[config.mk]
export PLATFORM = sky130hd
export DESIGN_NAME = pwl_ram
export DESIGN_NICKNAME = d
export VERILOG_FILES = /design/src/rtl/pwl_ram.sv
export SDC_FILE = /design/constraint.sdc
export NUM_CORES = 2
export LEC_CHECK = 0
export BUFFER_PORTS_ARGS = -buffer_cell sky130_fd_sc_hd__clkbuf_2
export CAP_MARGIN = 20
export CORE_ASPECT_RATIO = 0.8
export CORE_MARGIN = 8
export CORE_UTILIZATION = 52
export DETAILED_ROUTE_END_ITERATION = 8
export PLACE_DENSITY = 0.78
export SETUP_SLACK_MARGIN = 0.02
export SLEW_MARGIN = 20
export SYNTH_ARGS = -nofsm -noshare
export SYNTH_HDL_FRONTEND = slang
export SYNTH_SLANG_ARGS = --single-unit
[constraint.sdc]
create_clock -name i_clk -period 4.8 [get_ports i_clk]
set_input_delay 0.48 -clock i_clk [delete_from_list [all_inputs] [get_ports i_clk]]
set_output_delay 0.48 -clock i_clk [all_outputs]
set_load 0.01 [all_outputs]
[src/rtl/pwl_ram.sv]
// Generic single-write, single-read RAM with registered read data.
// No dependencies.
module pwl_ram #(
    parameter int WIDTH = 32,
    parameter int DEPTH = 64
) (
    input  logic                     i_clk,
    input  logic                     i_wr_en,
    input  logic [$clog2(DEPTH)-1:0] i_wr_addr,
    input  logic [WIDTH-1:0]         i_wr_data,
    input  logic [$clog2(DEPTH)-1:0] i_rd_addr,
    output logic [WIDTH-1:0]         o_rd_data
);

    logic [WIDTH-1:0] r_mem [DEPTH];
    logic [WIDTH-1:0] r_rd_data;

    // Write port
    always_ff @(posedge i_clk) begin
        if (i_wr_en) begin
            r_mem[i_wr_addr] <= i_wr_data;
        end
    end

    // Registered read port
    always_ff @(posedge i_clk) begin
        r_rd_data <= r_mem[i_rd_addr];
    end

    assign o_rd_data = r_rd_data;

endmodule

==> results.ini <==
[layout]
multi_input_area_um2 = 15970
regArea_um2 = 62140
instances_no_fill = 5736
layout-drive-gt1-share_pct = 29.77
syn_to_final_growth_pct = 12.90
n_fill_cell = 9862
utilization_pct = 59.16
num-nets-final = 3614

[routing]
num_vias = 38770
wirelength_um = 202600
vias_per_cell = 6.758
ant_nets = 0
first_pass_iters = 7
dr.first_iter.drc_count = 6438
drc = 0
avgRoutedWirePerCell_um = 35.32

[setup_path]
path_common_cell = mux4_2
endpoint_kind = flop
cp-start-kind = primary input
required_ns = 5.44
cpPeakStageDelay_ns = 0.59
worstPathMaxFanout = 43
crit_family = multiplexers
path_class = primary input to flop
path_cells = buf_8, buf_12, buf_4, mux4_2, mux4_2, o22ai_1, nor2_1
crit_buf_inv = 3
critPathArrivalTime_ns = 3.46
worst_path_max_delay_cell = o22ai_1

[logic_synthesis]
synth-async-reset-ratio_pct = 0
ys_seq_elements = 2080
yosysTopAreaCellShare_pct = 78.33
syn-instance-count = 3324
yosysSeqAreaShare_pct = 79.14
synth.avg_cell_area_um2 = 23.62
yosysUniqueCellTypes = 34
syn_area_um2 = 78520
yosysWarnings = 0
synth_top_cell_by_area = edfxtp_1
synth_common_cells = 2048 x edfxtp_1, 544 x mux4_2, 137 x nor2_1
synthTopCellsByArea = edfxtp_1 78%, mux4_2 16%, mux2i_1 1.2%
ys.flop_type = edfxtp_1
synth-edff-count = 2048
synth.most_common_cell = edfxtp_1
syn_nets = 3370

[timing]
min_period_over_period_pct = 58.69
fin_hold_ws_ns = 0.2381
final-setup-viol-count = 0
finalHoldViolCount = 0
fin_setup_tns_ns = 0
fmax_ghz = 0.3550
finClkSkew_ns = 0.02222
grt_setup_unrepaired = no
fin_ws_ns = 1.983
tightest_slew_ns = 1.225
slew_headroom_pct = 18.15
drv_slew = 0
post-route-min-period_ns = 2.817

[clock_network]
worst_setup_hold_path_clk_slew_ns = 0.07
clk_latency_ns = 0.82
htreeDepth = 4
tritoncts = built
cts.repair.resized = 0
post-cts-setup-buffers = 0
root_buffer = clkbuf_16
ctsHoldBuffers = 0
cts_max_path_buffers = 3
cts_buffers = 186
cts_sinks = 2080

[status]
status = completed

[floorplan]
io_pins = 78
start_util_pct = 52.40
core-area_um2 = 149800
rows = 127
die_h_um = 363.6
die_x_um = 450.4
dieArea_um2 = 163800

[place]
place.detailed.hpwl_um = 108800
gp_congestion = 0.7909
port_buffers = 77
dpl_worst_slack_ns = 1.248
numPlacedInstances = 5379

[grt]
grt_usage_pct = 24.34
grt-ovfl-total = 0
grt_pass1_vias = 39040
grt_pass1_wl_um = 286600
grt_max_degree = 69
antenna_found_initial = 12

[pwr]
power_density_nw_per_um2 = 419.6
vdd_drop_max_uv = 290.1
leakage_nw = 27.59

[flow_run]
maxCapViolCount = 0

[worst_hold_path]
hp-class = primary input to flop

## layout make-up
| cell class | count | area share [%] |
|---|---|---|
| sequential | 2080 | 70.10 |
| multi-input combinational | 1062 | 18.02 |
| clock buffer | 252 | 5.694 |
| tap | 1999 | 2.821 |
| timing repair buffer | 238 | 2.117 |
| clock inverter | 100 | 1.241 |
| antenna | 5 | 0.01411 |
## layout by cell type, fill, tap and decap left out, drive strengths merged, types with 3 or more instances in the layout
| cell type | instances |
|---|---|
| a21oi | 62 |
| nand2 | 26 |
| mux4 | 544 |
| mux2i | 93 |
| or3 | 3 |
| diode | 5 |
| nor2 | 137 |
| and3 | 4 |
| clkinv | 71 |
| inv | 7 |
| buf | 170 |
| nand3 | 5 |
| clkbuf | 320 |
| or3b | 5 |
| or2 | 3 |
| a22oi | 12 |
| o22ai | 84 |
| nand2b | 8 |
| o221ai | 27 |
| nor3 | 7 |
| nand3b | 5 |
| o32ai | 4 |
| dfxtp | 32 |
| edfxtp | 2048 |
| a311oi | 8 |
| nor2b | 15 |
| a41o | 4 |
| bufinv | 20 |
## power breakdown
| group | switching [mW] | total (mW) | internal, mW |
|---|---|---|---|
| clock | 6.65 | 15.2 | 8.50 |
| sequential | 0.0918 | 20.2 | 20.1 |
| combinational | 1.17 | 1.84 | 0.680 |
| total | 7.91 | 37.2 | 29.3 |
## metrics by stage
step           power [mW]  area (µm²)
6_report            37.19       88650
2_1_floorplan       21.52       78520
4_1_cts             37.30       88630
3_5_place_dp        22.39       82480
3_3_place_gp        22.34       82440
5_1_grt             38.04       88640
## worst reg2reg max path, stage by stage (launching register included)
cell and delay, ns:
edfxtp_1 0.40, mux4_2 0.53, mux4_2 0.54, o22ai_1 0.59, nor2_1 0.22
## kinds of logic after synthesis
| group | synth area share, % |
|---|---|
| DFF | 79.14 |
| muxes | 16.79 |
| and+or+nand+nor | 1.265 |
| AOI/OAI and AO/OA | 1.673 |
| buffers and inverters | 1.128 |
## registers in the layout, indices dropped and copies added (netlist names)
register   cells
o_rd_data     32
r_mem       2048
## final timing paths
kind	cells after the start	to	from	slack, ns
setup / recovery	7	o_rd_data[3]$_DFF_P_	i_rd_addr[0]	1.98
hold / removal	1	r_mem[54][18]$_DFFE_PP_	i_wr_data[18]	0.24
setup reg to reg	4	o_rd_data[3]$_DFF_P_	r_mem[48][3]$_DFFE_PP_	2.36
hold reg to reg	4	o_rd_data[8]$_DFF_P_	r_mem[29][8]$_DFFE_PP_	0.83
## layer usage
| metal | track usage [%] | wire length, µm | vias up |
|---|---|---|---|
| met5 | 0 | 12 | - |
| met4 | 10.12 | 8630 | 2 |
| met3 | 4.977 | 23540 | 512 |
| met2 | 38.88 | 97350 | 3239 |
| met1 | 33.20 | 73070 | 20260 |
| li1 | - | - | 14750 |
(Power assumes the default switching activity.)
